$ cat src/hdl/packet_buffer_drop_scheduler_macros.svh
// assertion macros shared by the packet buffer drop scheduler modules
`ifndef PACKET_BUFFER_DROP_SCHEDULER_MACROS_SVH
`define PACKET_BUFFER_DROP_SCHEDULER_MACROS_SVH

// same-cycle implication, checked out of reset
`define PBDS_ASSERT_SAME(lbl, clk, rst_n, ante, cons) \
  lbl: assert property (@(posedge clk) disable iff (!rst_n) (ante) |-> (cons)) \
    else $error("pbds check failed");

// next-cycle implication, checked out of reset
`define PBDS_ASSERT_NEXT(lbl, clk, rst_n, ante, cons) \
  lbl: assert property (@(posedge clk) disable iff (!rst_n) (ante) |=> (cons)) \
    else $error("pbds check failed");

`endif

$ cat src/hdl/pbds_pkg.sv
// shared types and field widths of the packet buffer drop scheduler
`default_nettype none
package pbds_pkg;

  localparam int ARR_W  = 32;
  localparam int PROC_W = 16;
  localparam int CFG_W  = 7;
  localparam logic [CFG_W-1:0] BUF_SIZE_RST = 7'd64;

  // commands from the controller to the datapath
  typedef struct packed {
    logic load;  // latch the incoming packet
    logic pop;   // retire the oldest held entry
    logic push;  // queue the finish time of the current packet
    logic emit;  // write the result register
  } cmd_t;

  // status from the datapath to the controller
  typedef struct packed {
    logic pop_ok;    // oldest entry finished at or before arrival
    logic full;      // buffer at capacity
    logic out_free;  // result register can take a beat this cycle
  } sts_t;

endpackage
`default_nettype wire

$ cat src/hdl/pbds_ram.sv
// generic single-write, single-read ram with registered read data
`default_nettype none
module pbds_ram #(
  parameter int WIDTH = 32,
  parameter int DEPTH = 64
) (
  input  wire logic                                   clk,
  input  wire logic                                   wr_en,
  input  wire logic [((DEPTH > 1) ? $clog2(DEPTH) : 1)-1:0] wr_addr,
  input  wire logic [WIDTH-1:0]                       wr_data,
  input  wire logic [((DEPTH > 1) ? $clog2(DEPTH) : 1)-1:0] rd_addr,
  output logic      [WIDTH-1:0]                       rd_data
);

  logic [WIDTH-1:0] mem [DEPTH];

  always_ff @(posedge clk) begin
    if (wr_en) begin
      mem[wr_addr] <= wr_data;
    end
    rd_data <= mem[rd_addr];
  end

endmodule
`default_nettype wire

$ cat src/hdl/pbds_ctl.sv
// controller: sequences accept, retire loop and decision per packet
`default_nettype none
`include "packet_buffer_drop_scheduler_macros.svh"
module pbds_ctl (
  input  wire logic          clk,
  input  wire logic          rst_n,
  input  wire logic          in_tvalid,
  output logic               in_tready,
  input  wire pbds_pkg::sts_t sts,
  output pbds_pkg::cmd_t     cmd
);

  localparam logic S_IDLE = 1'b0;
  localparam logic S_POP  = 1'b1;

  logic state_r, state_nxt;

  always_comb begin
    state_nxt = state_r;
    cmd       = '0;
    in_tready = 1'b0;
    unique case (state_r)
      S_IDLE: begin
        in_tready = 1'b1;
        if (in_tvalid) begin
          cmd.load  = 1'b1;
          state_nxt = S_POP;
        end
      end
      S_POP: begin
        if (sts.pop_ok) begin
          cmd.pop = 1'b1;
        end else if (sts.out_free) begin
          cmd.emit  = 1'b1;
          cmd.push  = !sts.full;
          state_nxt = S_IDLE;
        end
      end
      default: state_nxt = S_IDLE;
    endcase
  end

  always_ff @(posedge clk) begin
    if (!rst_n) begin
      state_r <= S_IDLE;
    end else begin
      state_r <= state_nxt;
    end
  end

  `PBDS_ASSERT_SAME(a_push_pop_excl, clk, rst_n, cmd.push, !cmd.pop)
  `PBDS_ASSERT_SAME(a_emit_needs_room, clk, rst_n, cmd.emit, sts.out_free)
  `PBDS_ASSERT_NEXT(a_load_to_pop, clk, rst_n, cmd.load, state_r == S_POP)

endmodule
`default_nettype wire

$ cat src/hdl/pbds_dp.sv
// datapath: ring pointers, counters, finish-time math and result register
`default_nettype none
`include "packet_buffer_drop_scheduler_macros.svh"
module pbds_dp #(
  parameter int BUFFER_DEPTH = 64
) (
  input  wire logic                          clk,
  input  wire logic                          rst_n,
  input  wire logic [pbds_pkg::ARR_W-1:0]    pkt_arrival,
  input  wire logic [pbds_pkg::PROC_W-1:0]   pkt_ticks,
  input  wire logic                          cfg_wr_en,
  input  wire logic [pbds_pkg::CFG_W-1:0]    cfg_wr_data,
  input  wire pbds_pkg::cmd_t                cmd,
  output pbds_pkg::sts_t                     sts,
  output logic                               out_valid,
  input  wire logic                          out_ready,
  output logic                               out_dropped,
  output logic [pbds_pkg::ARR_W-1:0]         out_start
);

  localparam int PTR_W = (BUFFER_DEPTH > 1) ? $clog2(BUFFER_DEPTH) : 1;
  localparam int CNT_W = $clog2(BUFFER_DEPTH + 1);
  localparam int CMP_W = (CNT_W > pbds_pkg::CFG_W) ? CNT_W : pbds_pkg::CFG_W;
  localparam logic [PTR_W-1:0] PTR_LAST = PTR_W'(BUFFER_DEPTH - 1);
  localparam logic [CMP_W-1:0] DEPTH_C  = CMP_W'(BUFFER_DEPTH);

  logic [PTR_W-1:0]               head_r, head_nxt, tail_r, tail_nxt;
  logic [CNT_W-1:0]               count_r, count_nxt;
  logic [pbds_pkg::ARR_W-1:0]     last_r, last_nxt;
  logic [pbds_pkg::ARR_W-1:0]     arr_r;
  logic [pbds_pkg::PROC_W-1:0]    proc_r;
  logic [pbds_pkg::CFG_W-1:0]     bsize_r;
  logic                           oval_r, oval_nxt;
  logic                           odrop_r;
  logic [pbds_pkg::ARR_W-1:0]     ostart_r;
  logic [pbds_pkg::ARR_W-1:0]     head_fin;
  logic [pbds_pkg::ARR_W-1:0]     start;
  logic [pbds_pkg::ARR_W:0]       fin_sum;
  logic [pbds_pkg::ARR_W-1:0]     fin;
  logic [CMP_W-1:0]               cap;
  logic [CMP_W-1:0]               count_ext;

  // capacity is the configured size clipped to the built depth
  assign cap = (CMP_W'(bsize_r) > DEPTH_C) ? DEPTH_C : CMP_W'(bsize_r);
  assign count_ext = CMP_W'(count_r);

  assign start   = ((count_r != '0) && (last_r > arr_r)) ? last_r : arr_r;
  assign fin_sum = {1'b0, start} + {{(pbds_pkg::ARR_W + 1 - pbds_pkg::PROC_W){1'b0}}, proc_r};
  assign fin     = fin_sum[pbds_pkg::ARR_W] ? '1 : fin_sum[pbds_pkg::ARR_W-1:0];

  assign sts.pop_ok   = (count_r != '0) && (head_fin <= arr_r);
  assign sts.full     = count_ext >= cap;
  assign sts.out_free = !oval_r || out_ready;

  always_comb begin
    head_nxt  = head_r;
    tail_nxt  = tail_r;
    count_nxt = count_r;
    last_nxt  = last_r;
    if (cmd.pop) begin
      head_nxt  = (head_r == PTR_LAST) ? '0 : head_r + 1'b1;
      count_nxt = count_r - 1'b1;
    end
    if (cmd.push) begin
      tail_nxt  = (tail_r == PTR_LAST) ? '0 : tail_r + 1'b1;
      count_nxt = count_r + 1'b1;
      last_nxt  = fin;
    end
    oval_nxt = oval_r;
    if (cmd.emit) begin
      oval_nxt = 1'b1;
    end else if (out_ready) begin
      oval_nxt = 1'b0;
    end
  end

  // read address follows the next head so data tracks the pointer
  pbds_ram #(
    .WIDTH(pbds_pkg::ARR_W),
    .DEPTH(BUFFER_DEPTH)
  ) u_ring (
    .clk     (clk),
    .wr_en   (cmd.push),
    .wr_addr (tail_r),
    .wr_data (fin),
    .rd_addr (head_nxt),
    .rd_data (head_fin)
  );

  always_ff @(posedge clk) begin
    if (!rst_n) begin
      head_r  <= '0;
      tail_r  <= '0;
      count_r <= '0;
      last_r  <= '0;
      bsize_r <= pbds_pkg::BUF_SIZE_RST;
      oval_r  <= 1'b0;
    end else begin
      head_r  <= head_nxt;
      tail_r  <= tail_nxt;
      count_r <= count_nxt;
      last_r  <= last_nxt;
      oval_r  <= oval_nxt;
      if (cfg_wr_en) begin
        bsize_r <= cfg_wr_data;
      end
    end
  end

  always_ff @(posedge clk) begin
    if (cmd.load) begin
      arr_r  <= pkt_arrival;
      proc_r <= pkt_ticks;
    end
    if (cmd.emit) begin
      odrop_r  <= !cmd.push;
      ostart_r <= cmd.push ? start : '0;
    end
  end

  assign out_valid   = oval_r;
  assign out_dropped = odrop_r;
  assign out_start   = ostart_r;

  `PBDS_ASSERT_SAME(a_count_bound, clk, rst_n, 1'b1, CMP_W'(count_r) <= DEPTH_C)
  `PBDS_ASSERT_SAME(a_empty_ptrs, clk, rst_n, count_r == '0, head_r == tail_r)
  `PBDS_ASSERT_NEXT(a_pop_count, clk, rst_n, cmd.pop, count_r == $past(count_r) - 1'b1)

endmodule
`default_nettype wire

$ cat src/hdl/packet_buffer_drop_scheduler.sv
// packet buffer drop scheduler: one processor fronted by a bounded fifo of finish times
// sequence: accept in idle, then retire finished entries one per cycle, then decide once
//   the result register is free; the result beat shows in the cycle after the decision
// a new packet is taken only after the last one is decided; the single ring read port
//   retires one finished entry a cycle; each packet retires at most one entry on average
// reset: sync active-low rst_n empties the buffer, zeroes last finish, sets buffer_size
//   to 64; ring contents are not cleared, only written entries are ever read
`default_nettype none
module packet_buffer_drop_scheduler #(
  parameter int BUFFER_DEPTH = 64
) (
  input  wire logic        clk,
  input  wire logic        rst_n,
  // packet beats in
  input  wire logic        in_tvalid,
  output logic             in_tready,
  input  wire logic [47:0] in_tdata,   // [31:0] arrival tick, [47:32] service ticks
  // result beats out
  output logic             out_tvalid,
  input  wire logic        out_tready,
  output logic [31:0]      out_tdata,  // [31:0] start tick
  output logic             out_tuser,  // [0] dropped
  // buffer_size register
  input  wire logic        cfg_wr_en,
  input  wire logic [6:0]  cfg_wr_data
);

  pbds_pkg::cmd_t cmd;
  pbds_pkg::sts_t sts;

  // controller: idle waits for a beat, then loops retiring finished entries
  // until the head is still busy or the buffer is empty, then decides once the result register is free
  pbds_ctl u_ctl (
    .clk       (clk),
    .rst_n     (rst_n),
    .in_tvalid (in_tvalid),
    .in_tready (in_tready),
    .sts       (sts),
    .cmd       (cmd)
  );

  // datapath: finish-time ring in ram, head/tail/count, and the result
  // register that lets the next packet enter while a result waits
  pbds_dp #(
    .BUFFER_DEPTH(BUFFER_DEPTH)
  ) u_dp (
    .clk          (clk),
    .rst_n        (rst_n),
    .pkt_arrival  (in_tdata[31:0]),
    .pkt_ticks    (in_tdata[47:32]),
    .cfg_wr_en    (cfg_wr_en),
    .cfg_wr_data  (cfg_wr_data),
    .cmd          (cmd),
    .sts          (sts),
    .out_valid    (out_tvalid),
    .out_ready    (out_tready),
    .out_dropped  (out_tuser),
    .out_start    (out_tdata)
  );

endmodule
`default_nettype wire
$ cat config.mk
export PLATFORM = sky130hd
export DESIGN_NAME = packet_buffer_drop_scheduler
export DESIGN_NICKNAME = d
export VERILOG_FILES = /design/src/hdl/pbds_pkg.sv /design/src/hdl/pbds_ram.sv /design/src/hdl/pbds_ctl.sv /design/src/hdl/pbds_dp.sv /design/src/hdl/packet_buffer_drop_scheduler.sv
export VERILOG_INCLUDE_DIRS = /design/src /design/src/hdl
export SDC_FILE = /design/constraint.sdc
export NUM_CORES = 2
export LEC_CHECK = 0
export ABC_CLOCK_PERIOD_IN_PS = 10300
export BUFFER_PORTS_ARGS = -buffer_cell sky130_fd_sc_hd__buf_2
export CORE_MARGIN = 10
export CORE_UTILIZATION = 63
export DETAILED_ROUTE_END_ITERATION = 8
export MAX_ROUTING_LAYER = met4
export PLACE_DENSITY = 0.79
export SKIP_LAST_GASP = 1
export SLEW_MARGIN = 20
export SYNTH_ARGS = -nofsm -noshare
export SYNTH_HDL_FRONTEND = slang
export SYNTH_SLANG_ARGS = --single-unit
$ cat constraint.sdc
create_clock -name clk -period 10.3 [get_ports clk]
set_input_delay 2.06 -clock clk [delete_from_list [all_inputs] [get_ports clk]]
set_output_delay 2.06 -clock clk [all_outputs]
set_load 0.05 [all_outputs]
* Yosys cells after proc, flatten, opt, wreduce, memory -nomap -nowiden
Memory sizes are Yosys's and may differ from the RTL's. A register that Yosys moved wholly into a read port is not among the register bits. Cells that the tools add are included. Widths: inputs -> output; s select.
Operators by class: add/sub/neg operators 5, magnitude comparators 4, equal/unequal tests 2, mux-type cells 22, bitwise gates (word level) 1, reduce and logical (&&, ||, !) cells 9
Operators by type and width (count):
- $mux 32 | 2
- $add 32x16->33 | 1
- $gt 32x32->1 | 1
- $le 32x32->1 | 1
- $mux 7 | 3
- $mux 6 | 3
- $add 6x1->6 const B | 2
- $eq 6x6->1 const B | 2
- $mux 1 | 10
- $add 7x1->7 const B | 1
- $ge 7x7->1 | 1
- $gt 7x7->1 const B | 1
- $reduce_bool 7->1 | 1
- $sub 7x1->7 const B | 1
- $mux 2 | 2
- $reduce_bool 2->1 | 2
- $logic_not 1->1 | 3
- $mux 3 | 1
- $logic_and 1x1->1 | 2
- $pmux 1 s2 | 1
- $logic_or 1x1->1 | 1
- $not 1->1 | 1
Word-level totals: register bits 141, RAM bits 2048, input bits 60, output and inout bits 35, word-level logic and storage cells 55, memories kept 1
Memory list:
- u_dp.u_ring.mem | words 64, bits a word 32, read ports 1, clocked after Yosys merged registers in 1, write ports 1, line pbds_ram.sv:15 | logic [WIDTH-1:0] mem [DEPTH];

* Longest topological paths before layout
depth after elaboration 9, mapped depth 28, gate-level depth less buffers 26

* Cells and area by module
From an unflattened synthesis, not the netlist that was laid out.
Second synthesis, totals: cell total of the unflattened synthesis 4208, area, all modules 87267.4 um2
Modules (own cells, without submodules):
- pbds_ram | times used 1, cells each 3324, area each 78515.3 um2, sequential area each 62139.6 um2
- pbds_dp | times used 1, cells each 876, area each 8679.6 um2, sequential area each 3613.5 um2
- pbds_ctl | times used 1, cells each 8, area each 72.6 um2, sequential area each 20.0 um2

* Worst setup path before layout
OpenSTA, ideal clock, no wires.
kind register to register, start point register u_dp.arr_r[1] (netlist bit), end point memory u_dp.u_ring.mem[0][30], data pin, setup time 589 ps, arrival 7106 ps, data required time 9711 ps, slack 2605 ps, stages on the path, launching flop included 26, path buffers 3, period minus slack after synthesis 7695 ps, cells stage by stage edfxtp_1 inv_1 ha_1 nor2b_1 o21a_1 o21a_1 o21bai_1 a21o_1 a311oi_1 o21a_1 clkbuf_1 clkbuf_1 buf_1 nor2_1 a21oi_1 fa_1 nor2b_1 o21ai_0 a21boi_0 o21ai_0 a21boi_0 o41ai_1 o31a_1 a21oi_2 a311o_1 a32oi_1
On the way: cells in the longest elaborated chain, start to end 5
Ends and longest elaborated chain:
- start: declaration | line pbds_dp.sv:30 | logic [pbds_pkg::ARR_W-1:0] arr_r;
- start signal: assignment | line pbds_dp.sv:112 | arr_r <= pkt_arrival;
- $gt 32x32->1 | line pbds_dp.sv:47 | assign start = ((count_r != '0) && (last_r > arr_r)) ? last_r : arr_r;
- $logic_and 1x1->1 | line pbds_dp.sv:47
- $mux 32 * | line pbds_dp.sv:47
- $add 32x16->33 * | line pbds_dp.sv:48 | assign fin_sum = {1'b0, start} + {{(pbds_pkg::ARR_W + 1 - pbds_pkg::PROC_W){1'b0}}, proc_r};
- $mux 32 * | line pbds_dp.sv:49 | assign fin = fin_sum[pbds_pkg::ARR_W] ? '1 : fin_sum[pbds_pkg::ARR_W-1:0];
- net u_dp.fin, one bit | line pbds_dp.sv:39 | logic [pbds_pkg::ARR_W-1:0] fin;
- end: declaration | line pbds_ram.sv:15
The timed path passes the listed nets; every way through them passes the cells marked *.

* Worst setup path in the final report
start point register u_dp.arr_r[29] (netlist bit), end point memory u_dp.u_ring.mem[19][14], data pin
On the way: cells in the longest elaborated chain, start to end 5
Ends and longest elaborated chain:
- $gt 32x32->1 | line pbds_dp.sv:47
- $logic_and 1x1->1 | line pbds_dp.sv:47
- $mux 32 | line pbds_dp.sv:47
- net u_dp.start, one bit | line pbds_dp.sv:37 | logic [pbds_pkg::ARR_W-1:0] start;
- $add 32x16->33 | line pbds_dp.sv:48
- $mux 32 | line pbds_dp.sv:49
- net u_dp.fin, one bit | line pbds_dp.sv:39
The timed path passes the listed nets, and every way through them passes these cells.

==> metrics <==
Sink Count 2221; Peak Freq 0.125 GHz; Slew Viols, Final 0; endpoint class of the critical path flip-flop; critical path type reg2reg; Avg WL per Cell 30.9 um; number of port buffers 94; Die W 399 um; first-pass GRT wire length 375 mm; post-CTS sizing 0; initial antenna violation count 9; sequential fraction of the synthesis area 72.9%; status finished clean; Initial Util 63.6%; DIE AREA 159000 um^2; synth cell count leaders edfxtp_1, nand2_1, nand3_1; asr flop ratio synth 0%; Syn Nets 6513; Num CTS Buffers 206; leak pwr 33.3 nW; Max Cap Violations 0; Power Total 29.3 mW; initial drt markers 10.4k; RSZ-0062 raised after global routing no; Synth Flop Type edfxtp_1; Total Wirelength 262 mm; CTS Hold Bufs 0; post-CTS setup buffer count 0; Fill cells 8837; clock buffer depth 3; most common cell in the netlist edfxtp_1; Post-Synthesis Cells 6357; routability congestion estimate 0.894; Startpoint Class flip-flop; top cell type's share of synthesized area 70.8%; Clock Latency Late Sink 0.86 ns; arrival time worst endpoint 8.47 ns; CTS root buffer clkbuf_16; TNS Setup 0 ns; Worst Path Required 10.79 ns; post-route insts no fill 8475; metal3 WL 42.9 mm; Ports 95; min Tclk post-route 7.98 ns; Worst-Margin Slew 1.22 ns; synth warn 0; largest fanout on the critical path 64; total track usage 33.2%; synthesized flop and latch total 2221; die height 399 um; relative slew slack 18.7%; dominant cell type by area after synthesis edfxtp_1; Peak VDD IR 0.371 mV; FF-to-FF setup slack 2.32 ns; Remaining Overflow, GRT 0; DR top layer met4; Final Hold Viols 0; vias 58.7k; setup violators final 0; P&R area growth vs syn 10.4%; Min-Delay Path Class reg2reg; largest net degree at the start of global routing 141; core region area 142000 um^2; Layout Nets 6568; num rows 138; share of layout cells above drive strength 1 10.2%; EDFF count, synth 2129; vias in the first global route 55.4k; main area contributors after synthesis edfxtp_1, nand2_1, mux2i_1, nand3_1, dfxtp_1; Mean Syn Cell Area 14.2 um^2; ANT nets after route 0; Yosys cell types 92; met1 wire length 89.6 mm; routed wl met2 116 mm; Setup Skew 0.0306 ns; crit share post-route 77.5%; Power Density 294 nW/um^2; placed cell count 8093; drt via density 6.92; Post-route DRC 0; CTS tree yes; DR pass1 iterations 7; H-tree depth 4; Final HPWL DP 140 mm; clock transition at the registers of the reported paths 0.06 ns; Synth Cell Area 90300 um^2
registers in the layout (all words and copies together) (netlist names):
name and count:
u_dp.out_start 32, u_dp.count_ext 7, u_dp.u_ring.rd_data 32, u_ctl.state_r 1
u_dp.proc_r 16, u_dp.u_ring.mem 2048, u_dp.out_valid 1, u_dp.head_r 6
u_dp.arr_r 32, u_dp.out_dropped 1, u_dp.bsize_r 7, u_dp.tail_r 6
u_dp.last_r 32
final timing paths:
kind                  startpoint                 endpoint  cells past startpoint
setup / recovery  u_dp.arr_r[29]  u_dp.u_ring.mem[19][14]                     24
hold / removal    u_dp.last_r[9]           u_dp.last_r[9]                      2
setup reg to reg  u_dp.arr_r[29]  u_dp.u_ring.mem[19][14]                     24
hold reg to reg   u_dp.last_r[9]           u_dp.last_r[9]                      2
logic make-up after synthesis:
family	after synthesis	synth area share, %
compound gates	836	6.62
simple gates	2239	11.0
fa+ha+maj	96	1.35
buf+inv	451	2.50
flops	2221	72.9
mux	471	5.22
xor+xnor	43	0.417
stage by stage:
step	util [%]	hold slack [ns]	worst slack [ns]	instance area [um^2]
final	70.2	0.498	2.32	99700
after global routing	70.2	0.524	1.83	99600
after CTS	70.1	0.495	2.29	99500
after detailed placement	65.6	0.486	2.30	93000
after global placement	65.5	0.478	2.53	93000
after floorplan	-	0.461	2.60	90300
cell usage in the layout, fill, tap and decap left out, types with 10 or more instances in the layout:
master,n
o21ai_0,89
nand4_1,84
and3_1,83
o21a_1,10
xor2_1,10
dfxtp_1,92
clkinv_2,31
clkinv_1,46
buf_4,138
a211oi_1,14
mux2i_1,468
nor2_4,64
inv_1,50
a21oi_1,118
or3_1,21
o22ai_1,110
buf_12,15
clkbuf_16,211
a21o_1,20
nand2_4,12
o221ai_1,152
nor2b_1,15
and2_1,34
nor2_1,74
a31oi_1,107
edfxtp_1,2129
nand3_1,480
a21boi_0,14
ha_1,94
clkbuf_1,46
xnor2_1,31
buf_2,94
bufinv_16,14
a311oi_1,87
nor3_1,48
nand2_1,1246
layer usage:
layer,GRT usage (%),up-vias
met5,-,-
met3,10.0,866
li1,-,24300
met2,48.3,5086
met1,43.6,28400
met4,14.3,0
critical path: stages, from the launching register on:
cell	delay (ns)
edfxtp_1	0.47
inv_1	0.11
ha_1	0.32
nand4_1	0.10
nor2_1	0.22
nand3_1	0.19
a311oi_1	0.71
o21ai_2	0.07
buf_4	0.27
o21ai_0	0.27
ha_1	0.22
inv_1	0.06
fa_1	0.43
nor2b_1	0.13
o21ai_0	0.11
a21boi_0	0.30
o21ai_0	0.16
a21boi_0	0.37
o41ai_1	0.23
o31a_1	0.44
a21oi_2	0.47
nand2_1	0.33
nor2_1	0.23
buf_4	0.37
or2_2	0.92
where the power goes:
group | switching [mW] | leakage (nW) | internal (mW) | total (mW)
combinational | 7.16 | 10.1 | 2.87 | 10.0
sequential | 0.188 | 19.9 | 11.6 | 11.8
clock | 3.27 | 3.18 | 4.13 | 7.40
total | 10.6 | 33.3 | 18.6 | 29.3
cell type report:
class	count	area [um^2]	area share, %
Multi-Input combinational cell	3685	23000	23.1
Clock buffer	261	5510	5.53
Sequential cell	2221	65800	66.0
Antenna cell	6	15.0	0.0151
Clock inverter	114	995	0.998
Tap cell	1890	2360	2.37
Timing Repair Buffer	247	1810	1.81
Inverter	51	191	0.192
Note: power is estimated with default switching activity, not from simulation.
